$ cat src/spi_mp_pkg.sv
// ----------------------------------------------------------------------------
// spi_mp_pkg
// Shared types, codes and constants of the SPI master port.
// ----------------------------------------------------------------------------
package spi_mp_pkg;

	localparam int unsigned DATA_W   = 8;
	localparam int unsigned COUNT_W  = 4;
	localparam int unsigned PRESC_W  = 7;
	localparam int unsigned CFG_IDX_W = 3;
	localparam int unsigned CFG_DAT_W = 2;
	localparam int unsigned BITS_PER_XFER = 8;

	typedef enum logic [1:0] {
		MODE_TICK   = 2'd0,
		MODE_WRITE  = 2'd1,
		MODE_STATUS = 2'd2,
		MODE_READ   = 2'd3
	} mode_t;

	typedef enum logic [CFG_IDX_W-1:0] {
		REG_PORT_ENABLE = 3'd0,
		REG_LSB_FIRST   = 3'd1,
		REG_CLOCK_POL   = 3'd2,
		REG_CLOCK_PHASE = 3'd3,
		REG_RATE_SELECT = 3'd4,
		REG_DOUBLE_SPD  = 3'd5,
		REG_IRQ_ENABLE  = 3'd6
	} reg_idx_t;

	localparam int unsigned STATUS_DONE_BIT = 7;
	localparam int unsigned STATUS_COLL_BIT = 6;
	localparam int unsigned STATUS_DSPD_BIT = 0;

	typedef struct packed {
		logic       port_enable;
		logic       lsb_first;
		logic       clock_polarity;
		logic       clock_phase;
		logic [1:0] rate_select;
		logic       double_speed;
		logic       interrupt_enable;
	} cfg_t;

	typedef struct packed {
		logic [1:0]        mode;
		logic [DATA_W-1:0] write_data;
		logic              miso_in;
	} item_t;

	typedef struct packed {
		logic [DATA_W-1:0] read_data;
		logic              sclk_out;
		logic              mosi_out;
		logic              busy_res;
		logic              irq;
	} result_t;

	// half period of the serial clock in system ticks
	function automatic logic [PRESC_W-1:0] half_period(input logic [1:0] rate,
			input logic dbl);
		logic [PRESC_W-1:0] base;
		unique case (rate)
			2'd0: base = 7'd2;
			2'd1: base = 7'd8;
			2'd2: base = 7'd32;
			default: base = 7'd64;
		endcase
		return dbl ? (base >> 1) : base;
	endfunction

	function automatic logic out_bit(input logic [DATA_W-1:0] sr, input logic lsb);
		return lsb ? sr[0] : sr[DATA_W-1];
	endfunction

	function automatic logic [DATA_W-1:0] shift_in(input logic [DATA_W-1:0] sr,
			input logic lsb, input logic b);
		return lsb ? {b, sr[DATA_W-1:1]} : {sr[DATA_W-2:0], b};
	endfunction

endpackage

$ cat src/spi_mp_if.sv
// ----------------------------------------------------------------------------
// spi_mp_if
// Valid/ready channels of the SPI master port: items, results, configuration.
// ----------------------------------------------------------------------------
interface spi_mp_item_if;
	logic       valid;
	logic       ready;
	logic [1:0] mode;
	logic [7:0] write_data;
	logic       miso_in;

	modport source (output valid, output mode, output write_data, output miso_in,
		input ready);
	modport sink (input valid, input mode, input write_data, input miso_in,
		output ready);
endinterface

interface spi_mp_result_if;
	logic       valid;
	logic       ready;
	logic [7:0] read_data;
	logic       sclk_out;
	logic       mosi_out;
	logic       busy_res;
	logic       irq;

	modport source (output valid, output read_data, output sclk_out, output mosi_out,
		output busy_res, output irq, input ready);
	modport sink (input valid, input read_data, input sclk_out, input mosi_out,
		input busy_res, input irq, output ready);
endinterface

interface spi_mp_cfg_if;
	logic       valid;
	logic       ready;
	logic [2:0] reg_index;
	logic [1:0] wr_data;

	modport source (output valid, output reg_index, output wr_data, input ready);
	modport sink (input valid, input reg_index, input wr_data, output ready);
endinterface

$ cat src/spi_mp_cfg.sv
// ----------------------------------------------------------------------------
// spi_mp_cfg
// Configuration register file; flags a stop when the port is disabled.
// ----------------------------------------------------------------------------
module spi_mp_cfg (
	input  logic                 clk,
	input  logic                 arst_n,
	spi_mp_cfg_if.sink           cfg,
	output spi_mp_pkg::cfg_t     cfg_regs,
	output logic                 stop
);

	spi_mp_pkg::cfg_t cfg_q;
	logic             wr;

	assign cfg.ready = 1'b1;
	assign wr        = cfg.valid && cfg.ready;
	assign cfg_regs  = cfg_q;
	assign stop      = wr && (cfg.reg_index == spi_mp_pkg::REG_PORT_ENABLE) && !cfg.wr_data[0];

	always_ff @(posedge clk or negedge arst_n) begin
		if (!arst_n) begin
			cfg_q <= '0;
		end else if (wr) begin
			unique case (cfg.reg_index)
				spi_mp_pkg::REG_PORT_ENABLE: cfg_q.port_enable      <= cfg.wr_data[0];
				spi_mp_pkg::REG_LSB_FIRST:   cfg_q.lsb_first        <= cfg.wr_data[0];
				spi_mp_pkg::REG_CLOCK_POL:   cfg_q.clock_polarity   <= cfg.wr_data[0];
				spi_mp_pkg::REG_CLOCK_PHASE: cfg_q.clock_phase      <= cfg.wr_data[0];
				spi_mp_pkg::REG_RATE_SELECT: cfg_q.rate_select      <= cfg.wr_data;
				spi_mp_pkg::REG_DOUBLE_SPD:  cfg_q.double_speed     <= cfg.wr_data[0];
				spi_mp_pkg::REG_IRQ_ENABLE:  cfg_q.interrupt_enable <= cfg.wr_data[0];
				default: ;
			endcase
		end
	end

endmodule

$ cat src/spi_mp_engine.sv
// ----------------------------------------------------------------------------
// spi_mp_engine
// Exchange state and the single-pass update for one system tick.
// ----------------------------------------------------------------------------
module spi_mp_engine (
	input  logic                 clk,
	input  logic                 arst_n,
	input  spi_mp_pkg::cfg_t     cfg_regs,
	input  logic                 stop,
	input  logic                 step,
	input  spi_mp_pkg::item_t    item,
	output spi_mp_pkg::result_t  res
);

	logic [spi_mp_pkg::DATA_W-1:0]  shift_q, rx_q, sr_d, rx_d, rd_d;
	logic [spi_mp_pkg::COUNT_W-1:0] bit_count_q, bc_d;
	logic [spi_mp_pkg::PRESC_W-1:0] presc_q, pc_d, pc_inc, half;
	logic half_q, active_q, done_q, coll_q, armed_q, held_q;
	logic hp_d, act_d, done_d, coll_d, armed_d, held_d, sclk_event;

	always_comb begin
		sr_d    = shift_q;
		bc_d    = bit_count_q;
		pc_d    = presc_q;
		hp_d    = half_q;
		act_d   = active_q;
		held_d  = held_q;
		done_d  = done_q;
		coll_d  = coll_q;
		armed_d = armed_q;
		rx_d    = rx_q;
		rd_d    = '0;

		if (!cfg_regs.port_enable) begin
			act_d = 1'b0;
			bc_d  = '0;
			pc_d  = '0;
			hp_d  = 1'b0;
		end

		half       = spi_mp_pkg::half_period(cfg_regs.rate_select, cfg_regs.double_speed);
		pc_inc     = pc_d + 1'b1;
		sclk_event = act_d && (pc_inc >= half);

		if (act_d) begin
			if (!sclk_event) begin
				pc_d = pc_inc;
			end else begin
				pc_d = '0;
				if (!hp_d) begin
					hp_d   = 1'b1;
					held_d = cfg_regs.clock_phase ?
						spi_mp_pkg::out_bit(sr_d, cfg_regs.lsb_first) : item.miso_in;
				end else begin
					hp_d = 1'b0;
					sr_d = spi_mp_pkg::shift_in(sr_d, cfg_regs.lsb_first,
						cfg_regs.clock_phase ? item.miso_in : held_d);
					bc_d = bc_d + 1'b1;
					if (bc_d[spi_mp_pkg::COUNT_W-1]) begin
						act_d  = 1'b0;
						bc_d   = '0;
						pc_d   = '0;
						rx_d   = sr_d;
						done_d = 1'b1;
					end
				end
			end
		end

		unique case (spi_mp_pkg::mode_t'(item.mode))
			spi_mp_pkg::MODE_TICK: ;
			spi_mp_pkg::MODE_WRITE: begin
				if (cfg_regs.port_enable) begin
					if (act_d) begin
						coll_d = 1'b1;
					end else begin
						sr_d  = item.write_data;
						act_d = 1'b1;
						bc_d  = '0;
						pc_d  = '0;
						hp_d  = 1'b0;
					end
				end
			end
			spi_mp_pkg::MODE_STATUS: begin
				rd_d[spi_mp_pkg::STATUS_DONE_BIT] = done_d;
				rd_d[spi_mp_pkg::STATUS_COLL_BIT] = coll_d;
				rd_d[spi_mp_pkg::STATUS_DSPD_BIT] = cfg_regs.double_speed;
				if (done_d || coll_d) begin
					armed_d = 1'b1;
				end
			end
			spi_mp_pkg::MODE_READ: begin
				rd_d = rx_d;
				if (armed_d) begin
					done_d  = 1'b0;
					coll_d  = 1'b0;
					armed_d = 1'b0;
				end
			end
			default: ;
		endcase

		res.read_data = rd_d;
		res.sclk_out  = cfg_regs.clock_polarity ^ hp_d;
		res.mosi_out  = cfg_regs.clock_phase ? held_d :
			spi_mp_pkg::out_bit(sr_d, cfg_regs.lsb_first);
		res.busy_res  = act_d;
		res.irq       = done_d & cfg_regs.interrupt_enable;
	end

	always_ff @(posedge clk or negedge arst_n) begin
		if (!arst_n) begin
			shift_q     <= '0;
			rx_q        <= '0;
			bit_count_q <= '0;
			presc_q     <= '0;
			half_q      <= 1'b0;
			active_q    <= 1'b0;
			done_q      <= 1'b0;
			coll_q      <= 1'b0;
			armed_q     <= 1'b0;
			held_q      <= 1'b0;
		end else if (step) begin
			shift_q     <= sr_d;
			rx_q        <= rx_d;
			bit_count_q <= bc_d;
			presc_q     <= pc_d;
			half_q      <= hp_d;
			active_q    <= act_d;
			done_q      <= done_d;
			coll_q      <= coll_d;
			armed_q     <= armed_d;
			held_q      <= held_d;
		end else if (stop) begin
			bit_count_q <= '0;
			presc_q     <= '0;
			half_q      <= 1'b0;
			active_q    <= 1'b0;
		end
	end

	a_idle_clean: assert property (@(posedge clk) disable iff (!arst_n)
		!active_q |-> (bit_count_q == '0) && (presc_q == '0) && !half_q)
		else $error("idle port holds exchange counters");

	a_count_range: assert property (@(posedge clk) disable iff (!arst_n)
		bit_count_q < spi_mp_pkg::COUNT_W'(spi_mp_pkg::BITS_PER_XFER))
		else $error("bit count out of range");

	a_done_ends_xfer: assert property (@(posedge clk) disable iff (!arst_n)
		$rose(done_q) |-> $past(active_q))
		else $error("done set outside the end of an exchange");

	a_presc_range: assert property (@(posedge clk) disable iff (!arst_n)
		presc_q < 7'd64)
		else $error("prescaler past the longest half period");

	a_disabled_idle: assert property (@(posedge clk) disable iff (!arst_n)
		!cfg_regs.port_enable |=> !active_q || $past(step))
		else $error("exchange runs with the port disabled");

endmodule

$ cat src/spi_master_port_unit.sv
// ----------------------------------------------------------------------------
// spi_master_port_unit
// 8-bit SPI master port, one system tick per transaction.
// ----------------------------------------------------------------------------
// Each item transaction is one system clock tick of the port. An item is
// taken into an input register, and from there the tick is applied to the
// exchange state in a single combinational pass whose result lands in the
// output register, and a new item is accepted every cycle as long as results
// are taken. The serial clock half period is 1, 4, 16 or 32 ticks with double
// speed, 2, 8, 32 or 64 without, counted on ticks.
module spi_master_port_unit (
	input  logic             clk,
	input  logic             arst_n,
	spi_mp_item_if.sink      item,
	spi_mp_result_if.source  result,
	spi_mp_cfg_if.sink       cfg
);

	spi_mp_pkg::cfg_t    cfg_regs;
	spi_mp_pkg::item_t   item_s1;
	spi_mp_pkg::result_t res_d, result_q;
	logic                stop, valid_s1, out_valid_q, adv;

	spi_mp_cfg u_cfg (
		.clk      (clk),
		.arst_n   (arst_n),
		.cfg      (cfg),
		.cfg_regs (cfg_regs),
		.stop     (stop)
	);

	spi_mp_engine u_engine (
		.clk      (clk),
		.arst_n   (arst_n),
		.cfg_regs (cfg_regs),
		.stop     (stop),
		.step     (adv),
		.item     (item_s1),
		.res      (res_d)
	);

	assign adv        = valid_s1 && (!out_valid_q || result.ready);
	assign item.ready = !valid_s1 || adv;

	always_ff @(posedge clk or negedge arst_n) begin
		if (!arst_n) begin
			valid_s1 <= 1'b0;
		end else if (item.valid && item.ready) begin
			valid_s1 <= 1'b1;
		end else if (adv) begin
			valid_s1 <= 1'b0;
		end
	end

	always_ff @(posedge clk) begin
		if (item.valid && item.ready) begin
			item_s1.mode       <= item.mode;
			item_s1.write_data <= item.write_data;
			item_s1.miso_in    <= item.miso_in;
		end
	end

	always_ff @(posedge clk or negedge arst_n) begin
		if (!arst_n) begin
			out_valid_q <= 1'b0;
		end else if (adv) begin
			out_valid_q <= 1'b1;
		end else if (result.ready) begin
			out_valid_q <= 1'b0;
		end
	end

	always_ff @(posedge clk) begin
		if (adv) begin
			result_q <= res_d;
		end
	end

	assign result.valid     = out_valid_q;
	assign result.read_data = result_q.read_data;
	assign result.sclk_out  = result_q.sclk_out;
	assign result.mosi_out  = result_q.mosi_out;
	assign result.busy_res  = result_q.busy_res;
	assign result.irq       = result_q.irq;

endmodule

$ cat src/flat_wrapper.sv
// flat-port wrapper written by rule: the top's interface ports become plain ports
module spi_master_port_unit_flat 
  (clk, arst_n, item_valid, item_mode, item_write_data, item_miso_in, item_ready, result_valid, result_read_data, result_sclk_out, result_mosi_out, result_busy_res, result_irq, result_ready, cfg_valid, cfg_reg_index, cfg_wr_data, cfg_ready);
  spi_mp_item_if item_i ();
  spi_mp_result_if result_i ();
  spi_mp_cfg_if cfg_i ();
  input  logic clk;
  input  logic arst_n;
  input wire logic [$bits(item_i.valid)-1:0] item_valid;
  input wire logic [$bits(item_i.mode)-1:0] item_mode;
  input wire logic [$bits(item_i.write_data)-1:0] item_write_data;
  input wire logic [$bits(item_i.miso_in)-1:0] item_miso_in;
  output wire logic [$bits(item_i.ready)-1:0] item_ready;
  output wire logic [$bits(result_i.valid)-1:0] result_valid;
  output wire logic [$bits(result_i.read_data)-1:0] result_read_data;
  output wire logic [$bits(result_i.sclk_out)-1:0] result_sclk_out;
  output wire logic [$bits(result_i.mosi_out)-1:0] result_mosi_out;
  output wire logic [$bits(result_i.busy_res)-1:0] result_busy_res;
  output wire logic [$bits(result_i.irq)-1:0] result_irq;
  input wire logic [$bits(result_i.ready)-1:0] result_ready;
  input wire logic [$bits(cfg_i.valid)-1:0] cfg_valid;
  input wire logic [$bits(cfg_i.reg_index)-1:0] cfg_reg_index;
  input wire logic [$bits(cfg_i.wr_data)-1:0] cfg_wr_data;
  output wire logic [$bits(cfg_i.ready)-1:0] cfg_ready;
  assign item_i.valid = item_valid;
  assign item_i.mode = item_mode;
  assign item_i.write_data = item_write_data;
  assign item_i.miso_in = item_miso_in;
  assign item_ready = item_i.ready;
  assign result_valid = result_i.valid;
  assign result_read_data = result_i.read_data;
  assign result_sclk_out = result_i.sclk_out;
  assign result_mosi_out = result_i.mosi_out;
  assign result_busy_res = result_i.busy_res;
  assign result_irq = result_i.irq;
  assign result_i.ready = result_ready;
  assign cfg_i.valid = cfg_valid;
  assign cfg_i.reg_index = cfg_reg_index;
  assign cfg_i.wr_data = cfg_wr_data;
  assign cfg_ready = cfg_i.ready;
  spi_master_port_unit u_core (.clk(clk), .arst_n(arst_n), .item(item_i), .result(result_i), .cfg(cfg_i));
endmodule
$ cat config.mk
export PLATFORM = sky130hd
export DESIGN_NAME = spi_master_port_unit_flat
export DESIGN_NICKNAME = d
export VERILOG_FILES = /design/src/spi_mp_pkg.sv /design/src/spi_mp_if.sv /design/src/spi_mp_cfg.sv /design/src/spi_mp_engine.sv /design/src/spi_master_port_unit.sv /design/src/flat_wrapper.sv
export SDC_FILE = /design/constraint.sdc
export NUM_CORES = 1
export LEC_CHECK = 0
export BUFFER_PORTS_ARGS = -buffer_cell sky130_fd_sc_hd__buf_2
export CORE_UTILIZATION = 53
export DETAILED_ROUTE_END_ITERATION = 8
export PLACE_DENSITY = 0.76
export REMOVE_ABC_BUFFERS = 1
export SYNTH_ARGS = -nofsm -noshare
export SYNTH_HDL_FRONTEND = slang
export SYNTH_SLANG_ARGS = --single-unit
export TNS_END_PERCENT = 10
$ cat constraint.sdc
create_clock -name clk -period 4.2 [get_ports clk]
set_clock_uncertainty 0.15 [all_clocks]
set_input_delay 0.84 -clock clk [delete_from_list [all_inputs] [get_ports clk]]
set_output_delay 0.84 -clock clk [all_outputs]
set_load 0.1 [all_outputs]
==> key figures, run 1 <==
Floorplan
  • Die Y: 82.5 um
  • Die Width: 82.5 um
  • Boundary Pins: 36
  • Die area: 6800 sq um
  • Std-Cell Rows: 28
  • Initial Util: 0.563
  • CORE AREA: 6100 sq um

Setup path
  • Crit path max fanout: 5
  • WS Path Type: reg -> reg
  • R2R Path Start: u_core.u_engine.presc_q[0]$_DFFE_PN0P_
  • Worst EP arrival: 3.63 ns
  • CP Capture Type: flop
  • Worst setup startpoint: u_core.u_engine.presc_q[0]$_DFFE_PN0P_
  • CP startpoint kind: flop
  • Worst EP required: 4.14 ns

STA
  • Max Clock Freq: 270 MHz
  • Slew margin rel.: 0.356
  • Tcrit/Tclk final: 0.880
  • Tmin final: 3.70 ns
  • Sum of negative setup slack: 0 ns
  • Worst Max-Slew Pin Slew: 0.966 ns
  • Final Hold Vio Count: 0
  • Endpoints failing setup: 0
  • Final worst slack: 0.503 ns
  • RSZ-0062 raised after global routing: false
  • Max-slew violations: 0

Final layout
  • Share of post-route cells with drive strength above 1: 0.212
  • Final Instance Count excl. Fillers: 434
  • Most frequent cells in the layout: dfrtp_1 (43), nand2_1 (42), buf_2 (34)
  • Final nets: 384
  • Fillers: 504
  • Diode count: 0
  • Area Growth Syn to Fin: 12.0%
  • Most common library cell in the layout ignoring fill and taps: dfrtp_1

Route
  • Antenna viol nets, final: 0
  • Via density: 5.89
  • Drt drc: 0
  • WL/cell: 16.2 um
  • DRT iter0 DRCs: 158
  • TritonRoute pass-1 iters: 4
  • Detailed-route via count: 2558
  • WL final: 7.02 mm

Clocking
  • Clock root cell: clkbuf_8
  • # Post-CTS Setup Buffers: 0
  • Hold Buf Count CTS: 0
  • CTS tree: built
  • Htree depth: 3
  • Clk_lat worst skew: 0.35 ns
  • PostCTS Resize Cnt: 0
  • CTS clk-pin slew, worst paths: 0.07 ns
  • CTS Sinks: 66
  • CTS buffer count: 9
  • Clock tree buffer depth: 2

Power and ir drop
  • Register share of total power: 0.464
  • Internal Power: 1.21 mW
  • Clock power share: 0.275
  • Sw Share: 0.347
  • Cell leakage power: 1.63 nW
  • Net Sw Power: 0.647 mW
  • Pwr Density: 484 nW/um^2
  • Worst IR Drop VDD: 0.389 mV
  • Gate power share: 0.261
  • Power Total: 1.86 mW

Global route
  • M2 GR Usage: 0.345
  • Initial antenna violation count: 0
  • Met3 usage: 0.0593
  • First-pass GRT wire length: 11.2 mm
  • GRT Overall Usage: 0.231
  • Vias in the first global route: 2311
  • Largest net degree at the start of global routing: 44
  • Final global-route overflow total: 0
  • Grt peak-use layer: met2
  • Met1 Use GR: 0.318

Synth
  • Asr flop ratio synth: 0.652
  • Number of synthesized flops with an enable pin: 23
  • Syn Area/Cell: 10.8 sq um
  • Seq/Total Area, Yosys: 0.515
  • Post-synthesis cell type count: 52
  • Top_reg_cell synth: dfrtp_1
  • Synthesis warning total: 0
  • Post-Syn Instances: 319
  • Seq cells post-synth: 66
  • Netlist Area Pre-Place: 3430 sq um

Place
  • Placed insts: 418
  • IO buf count: 34
  • GPL Wtd Cong: 0.890
  • DP Worst Slack: 0.556 ns
  • DP Wirelength: 5.03 mm

Run status
  • Status: finished, final reports clean

Run
  • Max Cap Viol: 0

Min path
  • Hold Crit Start: u_core.u_engine.rx_q[4]$_DFFE_PN0P_
  • Hold Crit Class: reg -> reg
sequential cells by signal, summed over array words and instances, names as in the netlist:
register,cells
u_core.result.busy_res,1
u_core.u_engine.half_q,1
u_core.u_engine.presc_q,7
u_core.u_engine.bit_count_q,4
u_core.result.read_data,8
u_core.u_cfg.cfg_regs,8
u_core.result.sclk_out,1
u_core.u_engine.held_q,1
u_core.item_s1,11
u_core.result.mosi_out,1
u_core.u_engine.done_q,1
u_core.valid_s1,1
u_core.u_engine.armed_q,1
u_core.u_engine.shift_q,8
u_core.result.irq,1
u_core.result.valid,1
u_core.u_engine.active_q,1
u_core.u_engine.coll_q,1
u_core.u_engine.rx_q,8
area by class of cell:
type / instances / area (sq um) / area share
multi-input cells: 231 / 1570 / 0.408
well taps: 75 / 93.8 / 0.0244
clock buffers: 10 / 128 / 0.0332
clock inverters: 6 / 57.6 / 0.0150
inverters: 8 / 30.0 / 0.00781
flip-flops and latches: 66 / 1770 / 0.460
repair buffers: 38 / 200 / 0.0521
cells by family after synthesis:
| group | share of synthesized area |
|---|---|
| other | 0.00109 |
| buffers and inverters | 0.0288 |
| XOR/XNOR | 0.0230 |
| multiplexers | 0.0773 |
| adder cells (fa/ha/maj) | 0.0328 |
| AND/OR/NAND/NOR | 0.164 |
| flip-flops | 0.515 |
| AO/OA/AOI/OAI | 0.159 |
worst paths after layout:
kind | cells past startpoint | slack, ns | end
min in group asynchronous | 1 | 0.49 | u_core.u_engine.presc_q[1]$_DFFE_PN0P_
worst max register to register | 14 | 0.50 | u_core.result.mosi_out$_DFFE_PP_
max in group asynchronous | 1 | 2.81 | u_core.u_engine.shift_q[0]$_DFFE_PN0P_
worst min-delay path | 2 | 0.34 | u_core.u_engine.rx_q[4]$_DFFE_PN0P_
worst max-delay path | 14 | 0.50 | u_core.result.mosi_out$_DFFE_PP_
worst min register to register | 2 | 0.34 | u_core.u_engine.rx_q[4]$_DFFE_PN0P_
synth_stat cells, drive strengths merged (5+ instances only):
cell type	n	area, sq um
a31oi	6	37.5
nand3b	6	45.0
nor3	5	30.0
dfrtp	43	1080
inv	8	30.0
a22o	5	43.8
and2	10	62.6
o21ai	24	120
mux2	12	135
nand3	10	50.1
o221a	6	67.6
a21oi	8	40.0
nand2b	5	31.3
ha	9	113
xnor2	7	61.3
clkbuf	11	41.3
mux2i	13	130
edfxtp	23	691
nand2	42	158
a211oi	9	67.6
nor2	15	58.8
worst max-delay path: stages, from the launching register on:
cell and delay (ns):
dfrtp_1 0.41, and2_1 0.19, ha_1 0.21, nand3_1 0.12
nor2_1 0.07, xor2_1 0.13, and2_1 0.17, ha_1 0.30
and2_1 0.20, a221o_1 0.34, a41oi_2 0.29, o21ai_0 0.27
a211oi_1 0.33, mux2_2 0.20, mux2i_1 0.07
power by group through the flow:
| stage | Sequential [mW] | Combinational [mW] | Clock [mW] |
|---|---|---|---|
| 3_5_place_dp | 0.875 | 0.485 | 0 |
| 3_3_place_gp | 0.871 | 0.474 | 0 |
| 2_1_floorplan | 0.946 | 0.272 | 0 |
| 6_report | 0.865 | 0.486 | 0.511 |
| 4_1_cts | 0.863 | 0.486 | 0.521 |
| 5_1_grt | 0.878 | 0.528 | 0.547 |
through the flow:
step	hold slack [ns]	utilization	area, sq um
3_5_place_dp	0.322	0.600	3660
4_1_cts	0.339	0.631	3840
2_1_floorplan	0.294	-	3360
6_report	0.336	0.631	3840
5_1_grt	0.356	0.631	3840
3_3_place_gp	0.312	0.600	3660
routing by layer:
metal / part of all wire / wire length, um
met3: 0.048 / 339
met4: 0.015 / 104
met2: 0.44 / 3100
met5: 0 / 0
met1: 0.49 / 3470
(Power assumes the default switching activity.)
==> run 2: changes to the inputs <==
--- a/config.mk
+++ b/config.mk
@@ -5,7 +5,7 @@
 export SDC_FILE = /design/constraint.sdc
 export NUM_CORES = 1
 export LEC_CHECK = 0
-export BUFFER_PORTS_ARGS = -buffer_cell sky130_fd_sc_hd__buf_2
+export BUFFER_PORTS_ARGS = -buffer_cell sky130_fd_sc_hd__clkbuf_2
 export CORE_UTILIZATION = 53
 export DETAILED_ROUTE_END_ITERATION = 8
 export PLACE_DENSITY = 0.76
==> key figures, run 2 (synthesis results as in run 1) <==
Route
  • Detailed-route via count: 2572
  • Antenna viol nets, final: 0
  • Drt drc: 0
  • WL final: 7.11 mm
  • WL/cell: 16.4 um
  • Via density: 5.93
  • DRT iter0 DRCs: 214
  • TritonRoute pass-1 iters: 4

Final layout
  • Most frequent cells in the layout: dfrtp_1 (43), nand2_1 (42), clkbuf_2 (34)
  • Area Growth Syn to Fin: 13.6%
  • Share of post-route cells with drive strength above 1: 0.214
  • Final nets: 384
  • Max FFs per register: 11
  • Fillers: 508
  • Most flops, register: u_core.item_s1
  • Diode count: 0
  • Most common library cell in the layout ignoring fill and taps: dfrtp_1

Run
  • Max Cap Viol: 0

STA
  • Worst Max-Slew Pin Slew: 1.09 ns
  • Max Clock Freq: 270 MHz
  • Slew margin rel.: 0.277
  • Endpoints failing setup: 0
  • Final worst slack: 0.494 ns
  • Max-slew violations: 0
  • RSZ-0062 raised after global routing: false
  • Tmin final: 3.71 ns
  • Tcrit/Tclk final: 0.882
  • Sum of negative setup slack: 0 ns
  • Final Hold Vio Count: 0

Power and ir drop
  • Internal Power: 1.34 mW
  • Clock power share: 0.325
  • Cell leakage power: 1.66 nW
  • Pwr Density: 513 nW/um^2
  • Worst IR Drop VDD: 0.382 mV
  • Net Sw Power: 0.661 mW
  • Gate power share: 0.243
  • Sw Share: 0.330
  • Register share of total power: 0.433

Floorplan
  • CORE AREA: 6100 sq um
  • Boundary Pins: 36
  • Std-Cell Rows: 28
  • Die Width: 82.5 um
  • Die area: 6800 sq um
  • Die Y: 82.5 um
  • Initial Util: 0.563

Setup path
  • R2R Path Start: u_core.u_engine.presc_q[0]$_DFFE_PN0P_
  • Worst reg2reg setup slack: 0.49 ns
  • Worst EP arrival: 3.71 ns
  • Worst EP required: 4.20 ns
  • Worst setup startpoint: u_core.u_engine.presc_q[0]$_DFFE_PN0P_
  • Crit path max fanout: 17
  • WS Path Type: reg -> reg
  • CP startpoint kind: flop
  • CP Capture Type: flop

Global route
  • Initial antenna violation count: 0
  • Largest net degree at the start of global routing: 44
  • First-pass GRT wire length: 11.3 mm
  • Final global-route overflow total: 0
  • Vias in the first global route: 2364
  • GRT Overall Usage: 0.233

Clocking
  • Clock root cell: clkbuf_8
  • CTS tree: built
  • Clk_lat worst skew: 0.35 ns
  • # Post-CTS Setup Buffers: 0
  • CTS Sinks: 66
  • CTS clk-pin slew, worst paths: 0.08 ns
  • Hold Buf Count CTS: 0
  • Clock tree buffer depth: 2
  • CTS buffer count: 9
  • Htree depth: 3
  • PostCTS Resize Cnt: 0

Min path
  • Hold Crit Class: reg -> reg
  • Hold Crit Start: u_core.u_engine.rx_q[3]$_DFFE_PN0P_

Place
  • DP Worst Slack: 0.527 ns
  • GPL Wtd Cong: 0.890
  • DP Wirelength: 5.06 mm
  • IO buf count: 34

Run status
  • Status: finished, final reports clean
## run 2: cell count changes in the layout (fill, tap and decap cells not counted), sizes merged
cell and change:
bufinv +2, clkbuf +33, clkinv -2, inv +1
buf -34
## run 2: final timing paths
| path | endpoint | cells after the start |
|---|---|---|
| worst max-delay path | u_core.result.read_data[7]$_DFFE_PP_ | 14 |
| worst min-delay path | u_core.u_engine.rx_q[3]$_DFFE_PN0P_ | 2 |
| worst max register to register | u_core.result.read_data[7]$_DFFE_PP_ | 14 |
| worst min register to register | u_core.u_engine.rx_q[3]$_DFFE_PN0P_ | 2 |
| min in group asynchronous | u_core.u_engine.presc_q[2]$_DFFE_PN0P_ | 1 |
| max in group asynchronous | u_core.u_cfg.cfg_regs[5]$_DFFE_PN0P_ | 1 |
## run 2: critical path, stage by stage (launching register included)
cell	delay, ns
dfrtp_1	0.41
and2_1	0.19
ha_1	0.21
nand3_1	0.12
nor2_1	0.07
xor2_1	0.13
and2_1	0.18
ha_1	0.31
and2_1	0.18
a221o_1	0.20
a41oi_2	0.07
buf_4	0.21
nor2_2	0.55
mux2i_1	0.19
a211oi_1	0.33
## run 2: area by class of cell
type                       count  area, sq um  area share
tap                           75         93.8      0.0241
inverter                       8         30.0     0.00770
clock buffer                   9          124      0.0318
clock inverter                 7          116      0.0298
timing repair buffer          38          200      0.0513
sequential                    66         1770       0.453
multi-input combinational    231         1570       0.402
## run 2: routing by layer
layer  vias to the layer above  track usage  share of wire
met5                         -            0              0
met4                         0        0.104          0.023
met3                        17       0.0538          0.055
met2                        81        0.349           0.45
met1                      1217        0.322           0.47
li1                       1257            -              -
## run 2: power groups by stage
stage / registers (mW) / clock network [mW] / logic [mW]
2_1_floorplan: 0.946 / 0 / 0.272
3_3_place_gp: 0.871 / 0 / 0.472
3_5_place_dp: 0.876 / 0 / 0.482
4_1_cts: 0.863 / 0.656 / 0.485
5_1_grt: 0.878 / 0.686 / 0.527
6_report: 0.865 / 0.649 / 0.485
## run 2: through the flow
step	cell area [sq um]	utilization	power, mW	instances	hold WS [ns]
3_3_place_gp	3660	0.600	1.34	418	0.311
5_1_grt	3900	0.640	2.09	434	0.363
6_report	3900	0.640	2.00	434	0.334
3_5_place_dp	3660	0.600	1.36	418	0.321
2_1_floorplan	3360	-	1.22	305	0.294
4_1_cts	3900	0.640	2.00	434	0.339
